### src/rtl/mi3_pkg.sv
// Shared constants and types of the 3x3 fixed-point matrix inverse.
`timescale 1ns / 1ps
`default_nettype none
package mi3_pkg;
   localparam int FRAC_BITS  = 16;
   localparam int ELEM_W     = 32;
   localparam int PROD_W     = 2 * ELEM_W;
   localparam int COF_W      = PROD_W + 1;
   localparam int DET_W      = COF_W + ELEM_W + 2;
   localparam int SHIFT      = 2 * FRAC_BITS;
   localparam int NUM_W      = COF_W + SHIFT;
   localparam int QB         = ELEM_W + 1;
   localparam int QDEPTH     = 4;
   localparam int QPTR_W     = $clog2(QDEPTH);
   localparam int QCNT_W     = QPTR_W + 1;
   localparam int NELEM      = 9;
   localparam int ELEM_IDX_W = 4;
   localparam int CSR_ADDR_W = 3;
   localparam int CSR_DATA_W = 32;
   localparam logic [1:0] SIZE_2X2   = 2'd2;
   localparam logic [1:0] SIZE_RESET = 2'd3;
   localparam logic [CSR_ADDR_W-1:0] ADDR_SIZE = '0;

   // One classified matrix: adjugate entries (row-major) and determinant.
   typedef struct packed {
      logic [NELEM-1:0][COF_W-1:0] adj;
      logic [DET_W-1:0]            det;
   } job_type;
endpackage
`default_nettype wire

### src/rtl/mi3_queue.sv
// Short job queue between the front end and the divider back end.
`timescale 1ns / 1ps
`default_nettype none
module mi3_queue (
   input  wire logic                     clock,
   input  wire logic                     reset,
   input  wire logic                     push,
   input  wire mi3_pkg::job_type         push_job,
   input  wire logic                     pop,
   output mi3_pkg::job_type              head_job,
   output logic                          not_empty,
   output logic [mi3_pkg::QCNT_W-1:0]    count
);
   import mi3_pkg::*;

   job_type             slot_ff [QDEPTH];
   logic [QPTR_W-1:0]   wr_ff, rd_ff;
   logic [QCNT_W-1:0]   cnt_ff;
   logic                do_pop;

   assign do_pop = pop && (cnt_ff != '0);

   always_ff @(posedge clock) begin
      if (reset) begin
         wr_ff  <= '0;
         rd_ff  <= '0;
         cnt_ff <= '0;
      end else begin
         if (push) wr_ff <= wr_ff + 1'b1;
         if (do_pop) rd_ff <= rd_ff + 1'b1;
         cnt_ff <= cnt_ff + QCNT_W'(push) - QCNT_W'(do_pop);
      end
      if (push) slot_ff[wr_ff] <= push_job;
   end

   assign head_job  = slot_ff[rd_ff];
   assign not_empty = (cnt_ff != '0);
   assign count     = cnt_ff;
endmodule
`default_nettype wire

### config.mk
export PLATFORM = sky130hd
export DESIGN_NAME = mi3_queue
export DESIGN_NICKNAME = d
export VERILOG_FILES = /design/src/rtl/mi3_pkg.sv /design/src/rtl/mi3_queue.sv
export SDC_FILE = /design/constraint.sdc
export NUM_CORES = 2
export LEC_CHECK = 0
export BUFFER_PORTS_ARGS = -buffer_cell sky130_fd_sc_hd__buf_4
export CAP_MARGIN = 25
export CORE_MARGIN = 2
export CORE_UTILIZATION = 35
export CTS_CLUSTER_SIZE = 24
export DETAILED_ROUTE_END_ITERATION = 10
export PLACE_DENSITY_LB_ADDON = 0.25
export REMOVE_ABC_BUFFERS = 1
export SYNTH_ARGS = -nofsm -noshare
export SYNTH_HDL_FRONTEND = slang
export SYNTH_SLANG_ARGS = --single-unit
### constraint.sdc
create_clock -name clock -period 16.7 [get_ports clock]
set_input_delay 0 -clock clock [delete_from_list [all_inputs] [get_ports clock]]
set_output_delay 0 -clock clock [all_outputs]
set_load 0.01 [all_outputs]
==> key figures <==
Clock network
  – CTS max path bufs: 4
  – Worst skew pair latency: 0.89 ns
  – CTS Hold Bufs: 1,368
  – Cts repair resizes: 0
  – Clk sinks: 2,745
  – Post-CTS Setup Bufs: 0
  – Clock transition at path regs: 0.06 ns
  – CTS Buf Count: 299
  – Htree depth: 5
  – Root Buffer: clkbuf_16
  – CTS tree: built

Job
  – Max-cap viol count: 0

STA
  – RSZ-0062 raised after global routing: false
  – Final Hold Fails: 0
  – Slew Viols, Final: 11
  – Slew margin rel.: -0.576%
  – Crit share post-route: 30.0%
  – Clock skew: 0.0296 ns
  – Highest Clock Rate: 200 MHz
  – Worst slew pin tran: 1.51 ns
  – # setup viols final: 0
  – WHS: 0.0276 ns
  – Sum Neg Setup Slack: 0 ns
  – Min Tclk post-route: 5.01 ns

Layout
  – Final instance count without filler cells: 10,633
  – Commonest non-fill, non-tap cells in the layout: edfxtp_1, buf_4, dlygate4sd3_1
  – Share of cells above drive strength 1: 37.1%
  – Area delta synth->final: 37.4%
  – Final Net Count: 7,265
  – Fillers: 23,380
  – Most common cell after layout, fill and taps aside: edfxtp_1

Global routing
  – Vias in the first global route: 53,753
  – Largest net degree at the start of global routing: 149
  – Gr ovfl total: 0
  – First-pass GRT wire length: 379,000 um
  – Total track usage: 17.9%
  – Initial antenna violation count: 105

Power
  – Pleak: 46.3 nW
  – Cell Pwr Density: 133 mW/mm2
  – Overall Power: 0.0182 W
  – Peak VDD IR: 0.0928 mV

Detailed routing
  – DR iter-0 viols: 3,277
  – WL met2: 130,000 um
  – DR top layer: met5
  – Via Count: 50,811
  – Final WL: 269,000 um
  – Met1 Wirelength: 106,000 um
  – Metal3 WL: 23,800 um
  – Wire length per cell: 25.3 um
  – 1st-pass router iterations: 5
  – Remaining DRCs: 0
  – Post-route ant nets: 0
  – DR vias/cell: 4.78

Die
  – Core Area: 0.284 mm2
  – I/O Pins: 1,376
  – Initial Util: 35.1%
  – Num rows: 196
  – Die Y: 538 um
  – Die area: 0.290 mm2
  – Die Wd: 538 um

Critical path
  – Crit Path Max Fanout: 125
  – Crit. End Element: output port
  – Startpoint types: register
  – Worst Path Required: 16.70 ns
  – Crit path DAT: 5.01 ns
  – Crit Path Class: reg -> out

Place
  – GP Congestion: 0.785
  – Placed Instances: 8,660
  – Input/output buffers: 1,375
  – Post-DP HPWL: 171,000 um

Synthesis
  – Synth warnings: 0
  – Post-Syn Area: 0.0999 mm2
  – Synth Register Bits: 2,745
  – Sequential-to-total area share from yosys stat: 82.5%
  – Synth cell types: 23
  – Mapped Cells: 3,617
  – Syn Area/Cell: 27.6 um2

Min path
  – Hold WC Path Type: in -> reg

Run status
  – Failing checks: max-slew violations
  – Status: finished, violations left
-- worst max-delay path, cell delays in order, from the launching register on --
cell and delay [ns]:
dfxtp_4 0.79, buf_4 0.82, buf_4 0.84, buf_12 0.57
mux4_2 0.46, buf_4 0.17
-- where the power goes --
part           internal (W)  switching [W]  leakage, nW
Combinational       0.00190        0.00190         16.5
Clock               0.00368        0.00271         4.61
Sequential          0.00793      0.0000882         25.2
-- Yosys cell counts, drive strengths merged --
cell / instances / area (um2)
edfxtp: 2736 / 82200
mux4: 684 / 15400
buf: 145 / 1800
dfxtp: 9 / 180
clkbuf: 8 / 30.0
ha: 6 / 75.1
inv: 6 / 22.5
nor2: 5 / 18.8
and2: 4 / 25.0
nor2b: 4 / 25.0
mux2: 3 / 33.8
fa: 1 / 20.0
mux2i: 1 / 10.0
o311ai: 1 / 8.76
o31a: 1 / 8.76
or3: 1 / 6.26
xnor2: 1 / 8.76
xor3: 1 / 23.8
-- final timing paths --
check	endpoint	slack, ns	cells past startpoint	start
setup / recovery	head_job[380]	11.69	5	register
hold / removal	slot_ff[2][627]	0.03	2	push_job[627]
setup reg to reg	slot_ff[3][420]	11.84	6	wr_ff[0]
hold reg to reg	wr_ff[1]	0.58	2	wr_ff[1]
-- routing by layer --
metal  vias to the layer above  track usage [%]
li1                      21962                -
met1                     26649             22.2
met2                      1639             29.3
met3                       499             6.34
met4                        62             5.96
met5                         -                0
-- logic make-up after synthesis --
| family | after synthesis | share of synthesized area (%) |
|---|---|---|
| xor+xnor | 2 | 0.0326 |
| flops | 2745 | 82.5 |
| mux | 688 | 15.5 |
| compound gates | 2 | 0.0175 |
| fa+ha+maj | 7 | 0.0952 |
| simple gates | 14 | 0.0752 |
| buf+inv | 159 | 1.85 |
-- registers in the layout, summed over array words and instances (netlist names), named ones only --
register	cells
wr_ff	2
count	3
slot_ff	2736
rd_ff	2
-- layout make-up --
| class | instances | area, um2 | area share [%] |
|---|---|---|---|
| clock buffer | 368 | 7890 | 5.75 |
| inverter | 6 | 22.5 | 0.0164 |
| antenna | 71 | 178 | 0.130 |
| multi-input combinational | 713 | 15700 | 11.4 |
| timing repair buffer | 2805 | 24700 | 18.0 |
| clock inverter | 163 | 1640 | 1.19 |
| tap | 3762 | 4710 | 3.43 |
| sequential | 2745 | 82300 | 60.0 |
-- stage by stage --
stage | setup slack (ns) | cell area (um2) | util (%)
detailed placement | 11.69 | 114000 | 40.0
floorplan | -12.73 | 98000 | -
CTS | 11.35 | 137000 | 48.1
global route | 11.18 | 137000 | 48.2
global placement | 11.65 | 114000 | 40.0
finish | 11.69 | 137000 | 48.2
(Power assumes the default switching activity.)
