### src/rtl/mi3_pkg.sv
// Shared constants and types of the 3x3 fixed-point matrix inverse.
`timescale 1ns / 1ps
`default_nettype none
package mi3_pkg;
   localparam int FRAC_BITS  = 16;
   localparam int ELEM_W     = 32;
   localparam int PROD_W     = 2 * ELEM_W;
   localparam int COF_W      = PROD_W + 1;
   localparam int DET_W      = COF_W + ELEM_W + 2;
   localparam int SHIFT      = 2 * FRAC_BITS;
   localparam int NUM_W      = COF_W + SHIFT;
   localparam int QB         = ELEM_W + 1;
   localparam int QDEPTH     = 4;
   localparam int QPTR_W     = $clog2(QDEPTH);
   localparam int QCNT_W     = QPTR_W + 1;
   localparam int NELEM      = 9;
   localparam int ELEM_IDX_W = 4;
   localparam int CSR_ADDR_W = 3;
   localparam int CSR_DATA_W = 32;
   localparam logic [1:0] SIZE_2X2   = 2'd2;
   localparam logic [1:0] SIZE_RESET = 2'd3;
   localparam logic [CSR_ADDR_W-1:0] ADDR_SIZE = '0;

   // One classified matrix: adjugate entries (row-major) and determinant.
   typedef struct packed {
      logic [NELEM-1:0][COF_W-1:0] adj;
      logic [DET_W-1:0]            det;
   } job_type;
endpackage
`default_nettype wire

### src/rtl/mi3_back.sv
// Back end: one restoring divider that forms all nine saturated quotients.
`timescale 1ns / 1ps
`default_nettype none
module mi3_back (
   input  wire logic                                     clock,
   input  wire logic                                     reset,
   input  wire logic                                     job_ready,
   input  wire mi3_pkg::job_type                         job,
   output logic                                          pop,
   output logic                                          done,
   output logic                                          singular,
   output logic [mi3_pkg::NELEM-1:0][mi3_pkg::ELEM_W-1:0] inv
);
   import mi3_pkg::*;

   typedef enum logic [1:0] {ST_IDLE, ST_LOAD, ST_DIV, ST_EMIT} state_type;

   localparam int CNT_W  = $clog2(QB);

   state_type                      state_ff;
   job_type                        job_ff;
   logic [DET_W-1:0]               dmag_ff;
   logic                           dneg_ff;
   logic [ELEM_IDX_W-1:0]          elem_ff;
   logic [DET_W-1:0]               rem_ff;
   logic [QB-1:0]                  numlo_ff, q_ff;
   logic [CNT_W-1:0]               cnt_ff;
   logic                           neg_ff, ovf_ff;
   logic                           done_ff, sing_ff;
   logic [NELEM-1:0][ELEM_W-1:0]   inv_ff;

   logic [COF_W-1:0]  cur_cof, cof_mag;
   logic [NUM_W-1:0]  num;
   logic [DET_W:0]    rem_sh;
   logic              ge;
   logic [QB-1:0]     q_last;
   logic [ELEM_W-1:0] quo;
   logic [DET_W-1:0]  det_mag;

   always_comb begin
      cur_cof = job_ff.adj[elem_ff];
      cof_mag = cur_cof[COF_W-1] ? (~cur_cof + 1'b1) : cur_cof;
      num     = {cof_mag, {SHIFT{1'b0}}};
      det_mag = job.det[DET_W-1] ? (~job.det + 1'b1) : job.det;
      rem_sh  = {rem_ff, numlo_ff[QB-1]};
      ge      = rem_sh >= {1'b0, dmag_ff};
      q_last  = {q_ff[QB-2:0], ge};
      // Round toward zero, then clamp to the signed 32-bit range.
      if (neg_ff) begin
         if (ovf_ff || (q_last > QB'(33'h0_8000_0000))) begin
            quo = {1'b1, {(ELEM_W-1){1'b0}}};
         end else begin
            quo = ELEM_W'(~q_last + 1'b1);
         end
      end else begin
         if (ovf_ff || (q_last > QB'(33'h0_7FFF_FFFF))) begin
            quo = {1'b0, {(ELEM_W-1){1'b1}}};
         end else begin
            quo = q_last[ELEM_W-1:0];
         end
      end
   end

   always_ff @(posedge clock) begin
      if (reset) begin
         state_ff <= ST_IDLE;
         done_ff  <= 1'b0;
         sing_ff  <= 1'b0;
      end else begin
         done_ff <= 1'b0;
         unique case (state_ff)
            ST_IDLE: begin
               if (job_ready) begin
                  job_ff  <= job;
                  dmag_ff <= det_mag;
                  dneg_ff <= job.det[DET_W-1];
                  elem_ff <= '0;
                  if (job.det == '0) begin
                     inv_ff   <= '0;
                     sing_ff  <= 1'b1;
                     state_ff <= ST_EMIT;
                  end else begin
                     sing_ff  <= 1'b0;
                     state_ff <= ST_LOAD;
                  end
               end
            end
            ST_LOAD: begin
               rem_ff   <= DET_W'(num[NUM_W-1:QB]);
               numlo_ff <= num[QB-1:0];
               ovf_ff   <= DET_W'(num[NUM_W-1:QB]) >= dmag_ff;
               neg_ff   <= cur_cof[COF_W-1] ^ dneg_ff;
               q_ff     <= '0;
               cnt_ff   <= CNT_W'(QB - 1);
               state_ff <= ST_DIV;
            end
            ST_DIV: begin
               rem_ff   <= ge ? DET_W'(rem_sh - {1'b0, dmag_ff}) : DET_W'(rem_sh);
               numlo_ff <= {numlo_ff[QB-2:0], 1'b0};
               q_ff     <= q_last;
               cnt_ff   <= cnt_ff - 1'b1;
               if (cnt_ff == '0) begin
                  inv_ff[elem_ff] <= quo;
                  if (elem_ff == ELEM_IDX_W'(NELEM - 1)) begin
                     state_ff <= ST_EMIT;
                  end else begin
                     elem_ff  <= elem_ff + 1'b1;
                     state_ff <= ST_LOAD;
                  end
               end
            end
            ST_EMIT: begin
               done_ff  <= 1'b1;
               state_ff <= ST_IDLE;
            end
            default: state_ff <= ST_IDLE;
         endcase
      end
   end

   assign pop      = (state_ff == ST_IDLE) && job_ready;
   assign done     = done_ff;
   assign singular = sing_ff;
   assign inv      = inv_ff;
endmodule
`default_nettype wire

### config.mk
export PLATFORM = sky130hd
export DESIGN_NAME = mi3_back
export DESIGN_NICKNAME = d
export VERILOG_FILES = /design/src/rtl/mi3_pkg.sv /design/src/rtl/mi3_back.sv
export SDC_FILE = /design/constraint.sdc
export NUM_CORES = 2
export LEC_CHECK = 0
export ABC_AREA = 1
export BUFFER_PORTS_ARGS = -buffer_cell sky130_fd_sc_hd__buf_4
export CAP_MARGIN = 40
export CORE_AREA = 3 3 375 377
export DETAILED_ROUTE_END_ITERATION = 12
export DIE_AREA = 0 0 378 380
export PLACE_DENSITY = 0.67
export SLEW_MARGIN = 20
export SYNTH_ARGS = -nofsm -noshare
export SYNTH_HDL_FRONTEND = slang
export SYNTH_SLANG_ARGS = --single-unit
export TNS_END_PERCENT = 30
### constraint.sdc
create_clock -name clock -period 80 [get_ports clock]
set_input_delay 8 -clock clock [delete_from_list [all_inputs] [get_ports clock]]
set_output_delay 8 -clock clock [all_outputs]
set_load 0.01 [all_outputs]
==> flow_summary.ini <==
[clock_tree]
cts-root-to-sink-buffers = 3
path_clk_slew_ns = 0.06
cts_htree_levels = 3
resize_count_post_cts = 0
cts_setup_buffers = 0
clock_sinks = 1121
cts_hold_buf = 0
number_of_buffers_created_by_cts = 118
clockRootBuffer = sky130_fd_sc_hd__clkbuf_16
cts_tree = built
worstSkewPairLatency_ns = 0.77

[final_layout]
layout.area.seq_sq_um = 33600
post_route_cells_drive_above_1_share_pct = 17.8
final_layout_fill_cell_count = 12593
multi_input_comb_area_sq_um = 24800
total_nets_final = 8697
synthToLayoutAreaGrowth_pct = 20.5
layout.cells.non_filler = 9775

[critical_path]
worstPathMaxFanout = 3
crit_type = in2out
worst_ep_required_time_ns = 72.00
crit_start = job_ready
rr_startpoint = dmag_ff[65]
timing.critical_path.from_type = input pin
arrival_ns = 8.51
critPathCaptureType = output port

[synth]
total_standard_cell_area_after_synthesis_sq_um = 63200
syn_nets = 7804
ys_top_cells_by_area = sky130_fd_sc_hd__edfxtp_1, sky130_fd_sc_hd__nand2_1, sky130_fd_sc_hd__nor2_1, sky130_fd_sc_hd__inv_1, sky130_fd_sc_hd__o21ai_0
syn_avg_cell_area_sq_um = 9.11
synth_seq_area_share_pct = 53.2
library_cell_occupying_the_most_area_in_the_post_synthesis_netlist = sky130_fd_sc_hd__edfxtp_1
postSynthRegisterBits = 1121
synth_cell_type_count = 69
synthesized_instance_count = 6939
yosysTopAreaCellShare_pct = 53.1
yosys_warnings = 0

[routing]
length_of_routed_wiring_on_met1_mm = 96.7
post_drt_via_cell_ratio = 5.57
met3_wirelength_mm = 19.2
postRouteWirelength_mm = 246
route.top_layer_used = met5
drt_drc_violations_left = 0
routed-via-count = 54467
post_detailed_route_count_of_antenna_violating_nets = 0
routed_length_on_met2_mm = 117
wire_per_inst_um = 25.2
detail_route.iter0.violations = 6120
first_pass_iters = 7

[hold_path]
min-delay-path-class = reg2reg
hold_path.startpoint = singular

[grt]
grt_max_degree = 197
number_of_antenna_violations_at_the_first_check_in_global_routing = 59
grt_remaining_overflow = 0
grt_first_pass_wirelength_mm = 351
first_global_vias = 51712
track_usage_pct = 33.2

[timing]
timing.final.crit_share_pct = 20.6
layout_min_cycle_time_ns = 16.51
setup_tns_ns = 0
maxSlewViolCount = 0
worstMarginPinSlew_ns = 1.15
max_freq_mhz = 60.6
rsz_0062_raised_after_global_routing = false
setup_viols_final = 0
skew_ns = 0.0552
worst_slew_margin_rel_pct = 23.4
report.final.hold_viol_count = 0

[power_and_ir_drop]
power_per_cell_area_nw_per_um2 = 33.3
worst_ir_drop_vdd_mv = 0.0237
p_leak_nw = 31.9

[placement]
detailed_place_hpwl_mm = 190
port_buffers = 977
dp.cells = 9498
placer_congestion_estimate = 1.03

[status]
status = finished, final reports clean

[flow_run]
max-cap-violations = 0

[floorplan]
die_w_um = 378
core-area_sq_um = 137000
num_rows = 136
initial_core_util_pct = 46.0
pin_count = 978
dieHeight_um = 380
fp.dieArea_sq_um = 144000
cell families after synthesis:
logic type,after synthesis,synth area share [%]
AND/OR/NAND/NOR,2745,18.7
AO/OA/AOI/OAI,1464,13.8
buffers and inverters,1212,7.78
flip-flops,1121,53.2
XOR/XNOR,219,3.07
adder cells (fa/ha/maj),178,3.53
cells in the mapped netlist (all sizes together):
| cell | count |
|---|---|
| o41ai | 2 |
| and3 | 6 |
| a32o | 2 |
| ha | 177 |
| a31o | 3 |
| clkbuf | 143 |
| a41oi | 2 |
| o21ai | 698 |
| nand3 | 365 |
| o21bai | 121 |
| or4 | 2 |
| o21a | 69 |
| o22ai | 31 |
| nor3 | 58 |
| inv | 932 |
| xor2 | 121 |
| edfxtp | 1117 |
| buf | 134 |
| and2b | 1 |
| o211ai | 183 |
| o31ai | 6 |
| nor2 | 980 |
| clkinv | 3 |
| a21oi | 271 |
| nor4 | 64 |
| nand2 | 1065 |
| a31oi | 31 |
| nand3b | 11 |
| and2 | 3 |
| a21o | 22 |
| nand4 | 65 |
| a22oi | 2 |
| a21boi | 10 |
| xnor2 | 98 |
| nor4b | 1 |
| fa | 1 |
| o311ai | 1 |
| a221oi | 3 |
| dfxtp | 4 |
| o2111ai | 5 |
| nor3b | 1 |
| or2 | 123 |
| a211oi | 2 |
state kept, by name, summed over array words and instances, names as in the netlist, 2 cells and up:
register	cells
rem_ff	99
inv	288
q_ff	32
cnt_ff	6
elem_ff	4
state_ff	2
dmag_ff	99
job_ff	585
cell type report:
| type | instances | share of cell area (%) |
|---|---|---|
| flip-flops and latches | 1121 | 44.1 |
| repair buffers | 1050 | 10.8 |
| clock buffers | 153 | 4.17 |
| clock inverters | 66 | 0.634 |
| diodes | 50 | 0.164 |
| well taps | 1794 | 2.95 |
| inverters | 935 | 4.63 |
| multi-input cells | 4606 | 32.6 |
per-stage QoR:
step	setup WS [ns]	area, sq um	hold slack, ns	power [mW]	util [%]
6_report	63.49	76200	0.535	2.53	55.4
5_1_grt	63.46	76200	0.551	2.67	55.4
4_1_cts	63.49	75900	0.525	2.52	55.2
3_5_place_dp	63.49	72300	0.518	1.99	52.6
3_3_place_gp	63.49	71900	0.490	1.96	52.3
2_1_floorplan	41.71	63200	0.477	1.64	-
layout by cell type, fill, tap and decap left out, types with 23 or more instances in the layout:
cell,n
sky130_fd_sc_hd__o21a_1,69
sky130_fd_sc_hd__nor3_1,53
sky130_fd_sc_hd__clkinv_1,34
sky130_fd_sc_hd__inv_2,23
sky130_fd_sc_hd__or2_2,66
sky130_fd_sc_hd__a21oi_1,270
sky130_fd_sc_hd__nand4_1,65
sky130_fd_sc_hd__diode_2,50
sky130_fd_sc_hd__o21bai_1,121
sky130_fd_sc_hd__o21ai_1,137
sky130_fd_sc_hd__nand3_1,358
sky130_fd_sc_hd__buf_4,1023
sky130_fd_sc_hd__clkbuf_16,120
sky130_fd_sc_hd__ha_1,176
sky130_fd_sc_hd__nor4_1,62
sky130_fd_sc_hd__a31oi_1,30
sky130_fd_sc_hd__xnor2_1,97
sky130_fd_sc_hd__o211ai_1,178
sky130_fd_sc_hd__or2_0,24
sky130_fd_sc_hd__clkbuf_1,28
sky130_fd_sc_hd__edfxtp_1,1117
sky130_fd_sc_hd__nand2_1,1041
sky130_fd_sc_hd__o21ai_0,549
sky130_fd_sc_hd__nor2_1,951
sky130_fd_sc_hd__inv_1,907
sky130_fd_sc_hd__xor2_1,119
sky130_fd_sc_hd__or2_1,33
worst max-delay path, cell delays in order:
cell and delay, ns:
sky130_fd_sc_hd__buf_4 0.11, sky130_fd_sc_hd__nand2_1 0.13, sky130_fd_sc_hd__inv_1 0.08, sky130_fd_sc_hd__buf_4 0.18
report_power, final:
part / switching (mW) / leakage [nW] / internal (mW)
Sequential: 0.0549 / 10.4 / 0.800
Clock: 0.237 / 1.77 / 0.292
Combinational: 0.803 / 19.7 / 0.347
layer usage:
layer,vias up,global-route usage (%)
met3,450,6.29
li1,25488,-
met5,-,0
met2,2366,54.1
met4,18,16.9
met1,26145,42.1
path summary, 6_finish.rpt:
path / end / slack, ns / cells after the start
max: pop / 63.49 / 4
min: singular / 0.53 / 2
max reg2reg: inv[4] / 72.12 / 26
min reg2reg: singular / 0.53 / 2
Note: power is estimated with default switching activity, not from simulation.
